$ cat src/dhicc_pkg.sv
// dhicc_pkg: shared constants for the direct hash insert collision count unit
// no dependencies; used by the channel interfaces and the top level
`default_nettype none

package dhicc_pkg;

  localparam int unsigned TABLE_DEPTH = 1024;
  localparam int unsigned IDX_W       = $clog2(TABLE_DEPTH);
  localparam int unsigned SIZE_W      = IDX_W + 1;
  localparam int unsigned KEY_W       = 31;
  localparam int unsigned STEP_W      = $clog2(KEY_W);
  localparam int unsigned CNT_W       = 16;
  localparam int unsigned FRAC_W      = 32;
  localparam int unsigned PROD_W      = KEY_W + FRAC_W;
  localparam int unsigned MPROD_W     = SIZE_W + FRAC_W;
  localparam int unsigned APB_DATA_W  = 32;
  localparam int unsigned APB_ADDR_W  = 3;

  // golden-ratio fraction (sqrt(5)-1)/2 as Q0.32
  localparam logic [FRAC_W-1:0] GOLDEN_Q32 = 32'h9E37_79B9;
  localparam logic [SIZE_W-1:0] SIZE_RESET = SIZE_W'(TABLE_DEPTH);
  localparam logic [CNT_W-1:0]  CNT_MAX    = '1;

  // register index taken from paddr above the byte offset
  localparam logic REG_TABLE_SIZE = 1'b0;

endpackage

`default_nettype wire

$ cat src/dhicc_if.sv
// dhicc_key_if and dhicc_res_if: valid/ready channels for keys and results
// depends on dhicc_pkg for field widths
`default_nettype none

interface dhicc_key_if;
  logic                          valid;
  logic                          ready;
  logic [dhicc_pkg::KEY_W-1:0]   key;

  modport source (output valid, output key, input ready);
  modport sink   (input valid, input key, output ready);
endinterface

interface dhicc_res_if;
  logic                          valid;
  logic                          ready;
  logic [dhicc_pkg::IDX_W-1:0]   div_index;
  logic                          div_collision;
  logic [dhicc_pkg::IDX_W-1:0]   mult_index;
  logic                          mult_collision;
  logic [dhicc_pkg::CNT_W-1:0]   div_total;
  logic [dhicc_pkg::CNT_W-1:0]   mult_total;

  modport source (output valid, output div_index, output div_collision, output mult_index,
                  output mult_collision, output div_total, output mult_total, input ready);
  modport sink   (input valid, input div_index, input div_collision, input mult_index,
                  input mult_collision, input div_total, input mult_total, output ready);
endinterface

`default_nettype wire

$ cat src/direct_hash_insert_collision_count_unit.sv
// sequence: a key transaction is followed by 31 remainder steps of the restoring
// bit-serial divider, one occupancy memory read, one write-back and output load
// one key at a time: a new key is taken only after the write-back loads the output
// reset: both 1024-entry occupancy memories are cleared one entry per cycle,
// during which no key is taken; totals zero, table_size 1024
// depends on dhicc_pkg and the channel interfaces in dhicc_if.sv
`default_nettype none

module direct_hash_insert_collision_count_unit (
  input  wire logic                                clk_i,
  input  wire logic                                rst_ni,
  input  wire logic                                psel,
  input  wire logic                                penable,
  input  wire logic                                pwrite,
  input  wire logic [dhicc_pkg::APB_ADDR_W-1:0]    paddr,
  input  wire logic [dhicc_pkg::APB_DATA_W-1:0]    pwdata,
  output logic      [dhicc_pkg::APB_DATA_W-1:0]    prdata,
  output logic                                     pready,
  dhicc_key_if.sink                                key_i,
  dhicc_res_if.source                              res_o
);

  localparam logic [2:0] S_CLEAR = 3'd0;
  localparam logic [2:0] S_IDLE  = 3'd1;
  localparam logic [2:0] S_DIV   = 3'd2;
  localparam logic [2:0] S_READ  = 3'd3;
  localparam logic [2:0] S_WRITE = 3'd4;

  logic [2:0]                          state_q, state_d;
  logic [dhicc_pkg::SIZE_W-1:0]        table_size_q;
  logic [dhicc_pkg::SIZE_W-1:0]        eff_size;
  logic [dhicc_pkg::SIZE_W-1:0]        size_q;
  logic [dhicc_pkg::KEY_W-1:0]         key_q;
  logic [dhicc_pkg::KEY_W-1:0]         dkey_q;
  logic [dhicc_pkg::IDX_W-1:0]         rem_q;
  logic [dhicc_pkg::SIZE_W-1:0]        rem_shift;
  logic [dhicc_pkg::SIZE_W-1:0]        rem_sub;
  logic [dhicc_pkg::STEP_W-1:0]        step_q;
  logic [dhicc_pkg::PROD_W-1:0]        frac_prod;
  logic [dhicc_pkg::FRAC_W-1:0]        frac_q;
  logic [dhicc_pkg::MPROD_W-1:0]       mult_prod;
  logic [dhicc_pkg::IDX_W-1:0]         midx_q;
  logic [dhicc_pkg::IDX_W-1:0]         clr_addr_q;
  logic [dhicc_pkg::CNT_W-1:0]         div_cnt_q, div_cnt_d;
  logic [dhicc_pkg::CNT_W-1:0]         mult_cnt_q, mult_cnt_d;
  logic                                res_valid_q;
  logic                                out_free;
  logic                                key_hs;
  logic                                cfg_wr;
  logic                                finish;

  // occupancy memories, one read port and one write port each
  logic                                div_mem  [dhicc_pkg::TABLE_DEPTH];
  logic                                mult_mem [dhicc_pkg::TABLE_DEPTH];
  logic                                div_rd_q, mult_rd_q;
  logic                                mem_we;
  logic                                mem_wdata;
  logic [dhicc_pkg::IDX_W-1:0]         div_waddr, mult_waddr;

  // configuration port
  assign pready = 1'b1;
  assign cfg_wr = psel && penable && pwrite && (paddr[2] == dhicc_pkg::REG_TABLE_SIZE);

  always_comb begin
    prdata = '0;
    if (paddr[2] == dhicc_pkg::REG_TABLE_SIZE) begin
      prdata = dhicc_pkg::APB_DATA_W'(table_size_q);
    end
  end

  always_ff @(posedge clk_i or negedge rst_ni) begin
    if (!rst_ni) begin
      table_size_q <= dhicc_pkg::SIZE_RESET;
    end else if (cfg_wr) begin
      table_size_q <= pwdata[dhicc_pkg::SIZE_W-1:0];
    end
  end

  // zero acts as one, anything above the depth acts as the depth
  always_comb begin
    eff_size = table_size_q;
    if (table_size_q == '0) begin
      eff_size = dhicc_pkg::SIZE_W'(1);
    end else if (table_size_q > dhicc_pkg::SIZE_RESET) begin
      eff_size = dhicc_pkg::SIZE_RESET;
    end
  end

  assign key_i.ready = (state_q == S_IDLE);
  assign key_hs      = key_i.valid && key_i.ready;
  assign out_free    = !res_valid_q || res_o.ready;
  assign finish      = (state_q == S_WRITE) && out_free;

  // restoring remainder step, one key bit per cycle
  assign rem_shift = {rem_q, dkey_q[dhicc_pkg::KEY_W-1]};
  assign rem_sub   = rem_shift - size_q;

  assign frac_prod = dhicc_pkg::PROD_W'(key_q) * dhicc_pkg::PROD_W'(dhicc_pkg::GOLDEN_Q32);
  assign mult_prod = dhicc_pkg::MPROD_W'(size_q) * dhicc_pkg::MPROD_W'(frac_q);

  always_comb begin
    state_d = state_q;
    unique case (state_q)
      S_CLEAR: begin
        if (clr_addr_q == '1) state_d = S_IDLE;
      end
      S_IDLE: begin
        if (key_hs) state_d = S_DIV;
      end
      S_DIV: begin
        if (step_q == dhicc_pkg::STEP_W'(dhicc_pkg::KEY_W - 1)) state_d = S_READ;
      end
      S_READ: begin
        state_d = S_WRITE;
      end
      S_WRITE: begin
        if (out_free) state_d = S_IDLE;
      end
      default: begin
        state_d = S_IDLE;
      end
    endcase
  end

  always_ff @(posedge clk_i or negedge rst_ni) begin
    if (!rst_ni) begin
      state_q    <= S_CLEAR;
      clr_addr_q <= '0;
      step_q     <= '0;
    end else begin
      state_q <= state_d;
      if (state_q == S_CLEAR) clr_addr_q <= clr_addr_q + 1'b1;
      if (key_hs) begin
        step_q <= '0;
      end else if (state_q == S_DIV) begin
        step_q <= step_q + 1'b1;
      end
    end
  end

  // datapath registers
  always_ff @(posedge clk_i) begin
    if (key_hs) begin
      key_q  <= key_i.key;
      dkey_q <= key_i.key;
      size_q <= eff_size;
      rem_q  <= '0;
    end else if (state_q == S_DIV) begin
      dkey_q <= dkey_q << 1;
      if (rem_shift >= size_q) begin
        rem_q <= rem_sub[dhicc_pkg::IDX_W-1:0];
      end else begin
        rem_q <= rem_shift[dhicc_pkg::IDX_W-1:0];
      end
      // two-stage multiply settles long before the divider is done
      frac_q <= frac_prod[dhicc_pkg::FRAC_W-1:0];
      midx_q <= mult_prod[dhicc_pkg::FRAC_W +: dhicc_pkg::IDX_W];
    end
  end

  // memory write: clearing pass or marking the probed slots taken
  assign mem_we     = (state_q == S_CLEAR) || finish;
  assign mem_wdata  = (state_q != S_CLEAR);
  assign div_waddr  = (state_q == S_CLEAR) ? clr_addr_q : rem_q;
  assign mult_waddr = (state_q == S_CLEAR) ? clr_addr_q : midx_q;

  always_ff @(posedge clk_i) begin
    if (mem_we) begin
      div_mem[div_waddr]   <= mem_wdata;
      mult_mem[mult_waddr] <= mem_wdata;
    end
    if (state_q == S_READ) begin
      div_rd_q  <= div_mem[rem_q];
      mult_rd_q <= mult_mem[midx_q];
    end
  end

  // saturating totals
  always_comb begin
    div_cnt_d  = div_cnt_q;
    mult_cnt_d = mult_cnt_q;
    if (div_rd_q && (div_cnt_q != dhicc_pkg::CNT_MAX)) div_cnt_d = div_cnt_q + 1'b1;
    if (mult_rd_q && (mult_cnt_q != dhicc_pkg::CNT_MAX)) mult_cnt_d = mult_cnt_q + 1'b1;
  end

  always_ff @(posedge clk_i or negedge rst_ni) begin
    if (!rst_ni) begin
      div_cnt_q   <= '0;
      mult_cnt_q  <= '0;
      res_valid_q <= 1'b0;
    end else begin
      if (finish) begin
        div_cnt_q   <= div_cnt_d;
        mult_cnt_q  <= mult_cnt_d;
        res_valid_q <= 1'b1;
      end else if (res_o.ready) begin
        res_valid_q <= 1'b0;
      end
    end
  end

  // output register
  always_ff @(posedge clk_i) begin
    if (finish) begin
      res_o.div_index      <= rem_q;
      res_o.div_collision  <= div_rd_q;
      res_o.mult_index     <= midx_q;
      res_o.mult_collision <= mult_rd_q;
      res_o.div_total      <= div_cnt_d;
      res_o.mult_total     <= mult_cnt_d;
    end
  end

  assign res_o.valid = res_valid_q;

`ifndef SYNTH
  a_rem_in_range: assert property (@(posedge clk_i) disable iff (!rst_ni)
    (state_q == S_READ) |-> (dhicc_pkg::SIZE_W'(rem_q) < size_q))
    else $error("division index not below table size");

  a_midx_in_range: assert property (@(posedge clk_i) disable iff (!rst_ni)
    (state_q == S_READ) |-> (dhicc_pkg::SIZE_W'(midx_q) < size_q))
    else $error("multiplication index not below table size");

  a_div_total_monotonic: assert property (@(posedge clk_i) disable iff (!rst_ni)
    1'b1 |=> (div_cnt_q >= $past(div_cnt_q)))
    else $error("division total decreased");

  a_result_after_write: assert property (@(posedge clk_i) disable iff (!rst_ni)
    $rose(res_valid_q) |-> ($past(state_q) == S_WRITE))
    else $error("result loaded outside write-back");
`endif

endmodule

`default_nettype wire
$ cat src/flat_wrapper.sv
// flat-port wrapper written by rule: the top's interface ports become plain ports
module direct_hash_insert_collision_count_unit_flat 
  (clk_i, rst_ni, psel, penable, pwrite, paddr, pwdata, prdata, pready, key_i_valid, key_i_key, key_i_ready, res_o_valid, res_o_div_index, res_o_div_collision, res_o_mult_index, res_o_mult_collision, res_o_div_total, res_o_mult_total, res_o_ready);
  dhicc_key_if key_i_i ();
  dhicc_res_if res_o_i ();
  input  wire logic clk_i;
  input  wire logic rst_ni;
  input  wire logic psel;
  input  wire logic penable;
  input  wire logic pwrite;
  input  wire logic [dhicc_pkg::APB_ADDR_W-1:0] paddr;
  input  wire logic [dhicc_pkg::APB_DATA_W-1:0] pwdata;
  output logic      [dhicc_pkg::APB_DATA_W-1:0] prdata;
  output logic pready;
  input wire logic [$bits(key_i_i.valid)-1:0] key_i_valid;
  input wire logic [$bits(key_i_i.key)-1:0] key_i_key;
  output wire logic [$bits(key_i_i.ready)-1:0] key_i_ready;
  output wire logic [$bits(res_o_i.valid)-1:0] res_o_valid;
  output wire logic [$bits(res_o_i.div_index)-1:0] res_o_div_index;
  output wire logic [$bits(res_o_i.div_collision)-1:0] res_o_div_collision;
  output wire logic [$bits(res_o_i.mult_index)-1:0] res_o_mult_index;
  output wire logic [$bits(res_o_i.mult_collision)-1:0] res_o_mult_collision;
  output wire logic [$bits(res_o_i.div_total)-1:0] res_o_div_total;
  output wire logic [$bits(res_o_i.mult_total)-1:0] res_o_mult_total;
  input wire logic [$bits(res_o_i.ready)-1:0] res_o_ready;
  assign key_i_i.valid = key_i_valid;
  assign key_i_i.key = key_i_key;
  assign key_i_ready = key_i_i.ready;
  assign res_o_valid = res_o_i.valid;
  assign res_o_div_index = res_o_i.div_index;
  assign res_o_div_collision = res_o_i.div_collision;
  assign res_o_mult_index = res_o_i.mult_index;
  assign res_o_mult_collision = res_o_i.mult_collision;
  assign res_o_div_total = res_o_i.div_total;
  assign res_o_mult_total = res_o_i.mult_total;
  assign res_o_i.ready = res_o_ready;
  direct_hash_insert_collision_count_unit u_core (.clk_i(clk_i), .rst_ni(rst_ni), .psel(psel), .penable(penable), .pwrite(pwrite), .paddr(paddr), .pwdata(pwdata), .prdata(prdata), .pready(pready), .key_i(key_i_i), .res_o(res_o_i));
endmodule
$ cat config.mk
export PLATFORM = sky130hd
export DESIGN_NAME = direct_hash_insert_collision_count_unit_flat
export DESIGN_NICKNAME = d
export VERILOG_FILES = /design/src/dhicc_pkg.sv /design/src/dhicc_if.sv /design/src/direct_hash_insert_collision_count_unit.sv /design/src/flat_wrapper.sv
export SDC_FILE = /design/constraint.sdc
export NUM_CORES = 2
export LEC_CHECK = 0
export BUFFER_PORTS_ARGS = -buffer_cell sky130_fd_sc_hd__buf_2
export CAP_MARGIN = 20
export CORE_UTILIZATION = 50
export CTS_CLUSTER_SIZE = 8
export DETAILED_ROUTE_END_ITERATION = 8
export GPL_ROUTABILITY_DRIVEN = 0
export PLACE_DENSITY = 0.68
export SLEW_MARGIN = 40
export SYNTH_ARGS = -nofsm -noshare
export SYNTH_HDL_FRONTEND = slang
export SYNTH_SLANG_ARGS = --single-unit
$ cat constraint.sdc
create_clock -name clk_i -period 41.9 [get_ports clk_i]
set_clock_uncertainty 0.05 [all_clocks]
set_input_delay 6.285 -clock clk_i [delete_from_list [all_inputs] [get_ports clk_i]]
set_output_delay 6.285 -clock clk_i [all_outputs]
set_load 0.02 [all_outputs]
==> flow_metrics.tcl <==
set metrics [dict create \
    hpwlAfterDp_um 166000 \
    netlist.area_leader.share_pct 57.3 \
    nFillCells 17900 \
    arrival_ps 6790 \
    grt_max_degree 201 \
    synth-edff-count 2219 \
    ctsHoldBuffers 0 \
    synth_cell_types 73 \
    top_layer_used "met5" \
    gr-total-overflow 0 \
    cts.path.max_buffers 4 \
    status "complete, no violations" \
    fin_nets 9090 \
    fp.dieArea_mm2 0.234 \
    ys.warnings.count 0 \
    synth.area.top_cells "edfxtp_1 57%, mux4_2 12%, fa_1 8.1%" \
    path_class "input port to output pin" \
    firstDrtPassIters 5 \
    slew_viol_final 0 \
    p_leak_nw 47.7 \
    relSlewSlack_pct 31.8 \
    setup_viol 0 \
    post_cts_buffers 0 \
    vias 68600 \
    wl_met3_um 27400 \
    ys_top_cells_by_count "2219 x edfxtp_1, 2157 x nor2_1, 640 x mux4_2, 529 x inv_1, 469 x fa_1" \
    die_w_um 484 \
    worst_path_most_repeated_cell "buf_2" \
    async_reset_ff_share_pct 2.71 \
    m1WireLength_um 111000 \
    clock_sinks 2291 \
    initial_core_util_pct 50.4 \
    drt_wl_total_um 295000 \
    drive_above_1_share_pct 17.7 \
    root_buffer "clkbuf_16" \
    finalCriticalPeriod_ps 13130 \
    worst_slack_ps 28770 \
    setup_tns_ps 0 \
    grt_usage_pct 25.2 \
    wire_per_inst_um 25.9 \
    ys_seq_elements 2291 \
    route.detailed.drc 0 \
    cpPeakStageDelay_ps 180 \
    endpoint_kind "output pin" \
    hp-class "flop to flop" \
    rsz0062_at_grt "false" \
    first_iter_violations 7903 \
    syn_inst 8332 \
    drv_cap 0 \
    cp-start-kind "input port" \
    cts_htree_levels 5 \
    clock_latency_ps 930 \
    die_h_um 484 \
    crit_fanout 12 \
    core_area_mm2 0.231 \
    crit_chain "buf_2, nor2b_1, buf_2" \
    syn_to_final_growth_pct 10.7 \
    netlist_area_mm2 0.116 \
    hold_violations 0 \
    cts_tree "yes" \
    ant_nets 0 \
    tightestPinTransition_ps 1020 \
    avgSynthCellArea_um2 13.9 \
    ys_seq_area_share_pct 58.9 \
    met2_length_um 145000 \
    viasPerCell 6.03 \
    ys.flop_type "edfxtp_1" \
    ir_drop_mv 0.0385 \
    cts_buffers 338 \
    io_pins 162 \
    r2r_setup_slack_ps 34330 \
    antenna_found_initial 3 \
    finalCritPeriodShare_pct 31.3 \
    cp.required_ps 35560 \
    port_buffers 116 \
    cp_slowest_cell "buf_2" \
    power_density_mw_per_mm2 37.8 \
    rows 176 \
    hold_slack_ps 452 \
    grt_pass1_wl_um 439000 \
    yosys.area.top_type "edfxtp_1" \
    fmax_mhz 76.2 \
    path_clk_slew_ps 50 \
    pre_cts_slack_ps 28770 \
    synthMostInstantiatedCell "edfxtp_1" \
    ctsResizeCount 0 \
    grt_pass1_vias 70000 \
]
metal layers:
metal / GRT usage, % / up-vias
met5: 0.102 / -
met2: 41.7 / 3235
met3: 4.91 / 695
li1: - / 29000
met1: 33.2 / 35700
met4: 9.51 / 4
worst paths after layout:
path                                                       start                                  to  cells after the start
worst min register to register  u_core.mult_cnt_q[6]$_DFFE_PN0P_    u_core.mult_cnt_q[6]$_DFFE_PN0P_                      1
worst min-delay path            u_core.mult_cnt_q[6]$_DFFE_PN0P_    u_core.mult_cnt_q[6]$_DFFE_PN0P_                      1
worst max-delay path                                    paddr[2]                           prdata[9]                      3
max in group asynchronous                                 rst_ni        u_core.step_q[0]$_DFFE_PN0P_                      2
min in group asynchronous                                 rst_ni  u_core.table_size_q[1]$_DFFE_PN0P_                      2
worst max register to register         u_core.key_q[4]$_DFFE_PP_         u_core.frac_q[30]$_DFFE_PP_                     21
cell families (layout without fill, tap and decap cells):
| group | Yosys count | in the layout | synth area share (%) |
|---|---|---|---|
| fa+ha+maj | 735 | 735 | 10.9 |
| simple gates | 2987 | 2987 | 10.4 |
| buf+inv | 1199 | 1194 | 4.09 |
| xor+xnor | 146 | 146 | 1.10 |
| compound gates | 239 | 239 | 1.36 |
| flops | 2291 | 2291 | 58.9 |
| other cells | 2 | 34 | 0.00646 |
| mux | 733 | 733 | 13.3 |
metrics by stage:
step | total power (W) | std cells | cell area, um2 | utilization (%)
floorplan | 0.00254 | 8352 | 116000 | -
global placement | 0.00254 | 11000 | 119000 | 51.7
detailed placement | 0.00255 | 11000 | 120000 | 51.9
CTS | 0.00489 | 11400 | 129000 | 55.8
global route | 0.00498 | 11400 | 129000 | 55.8
finish | 0.00487 | 11400 | 129000 | 55.8
sequential cells by signal, summed over array words and instances (netlist names):
name and flops:
u_core.div_mem 1024, u_core.mult_mem 1024, u_core.frac_q 32, u_core.dkey_q 31
u_core.key_q 31, u_core.div_cnt_q 16, u_core.mult_cnt_q 16, u_core.res_o.div_total 16
u_core.res_o.mult_total 16, u_core.size_q 11, u_core.table_size_q 11, u_core.clr_addr_q 10
u_core.midx_q 10, u_core.rem_q 10, u_core.res_o.div_index 10, u_core.res_o.mult_index 10
u_core.step_q 5, u_core.state_q 3, u_core.div_rd_q 1, u_core.mult_rd_q 1
u_core.res_o.div_collision 1, u_core.res_o.mult_collision 1, u_core.res_o.valid 1
cells in the final DEF, fill, tap and decap left out, types with 10 or more instances in the layout:
cell,netlist,layout
nand2_1,460,339
dfrtp_1,61,61
nor2b_1,29,29
mux4_2,640,640
buf_2,53,116
edfxtp_1,2219,2219
a21oi_1,49,49
nor2_2,0,10
a21o_1,23,23
xnor2_1,99,99
a31oi_1,27,26
conb_1,2,22
o21ai_0,35,35
buf_4,30,103
ha_1,266,266
or3_1,15,11
clkbuf_1,415,48
diode_2,0,12
xor2_1,47,47
nor2_1,2157,2147
nand4_1,17,17
o31ai_1,12,10
and3_1,26,26
or2_2,11,11
nor3_1,45,42
mux2i_1,40,39
nand2_2,0,121
clkbuf_16,0,343
nand2b_1,10,10
inv_1,529,525
fa_1,469,469
and2_1,148,147
a211oi_1,17,17
nand3_1,40,40
mux2_2,53,53
buf_6,9,21
worst max-delay path: cells and delay by family:
family | cells | cell delay [ps]
buffers and inverters | 2 | 350
and+or+nand+nor | 1 | 150
area by class of cell:
type	count	area, um2	area share (%)
tap	3026	3790	2.94
clock buffer	392	8780	6.82
multi-input combinational	4862	43600	33.9
sequential	2291	68400	53.2
antenna	12	30.0	0.0233
inverter	533	2020	1.57
clock inverter	13	125	0.0973
timing repair buffer	256	1960	1.53
power breakdown:
part	internal, W	switching (W)	total, W
clock network	0.00145	0.000917	0.00236
registers	0.00248	0.00000433	0.00249
logic	0.00000653	0.00000912	0.0000157
total	0.00393	0.000930	0.00487
Power figures use the tool's default switching activity.
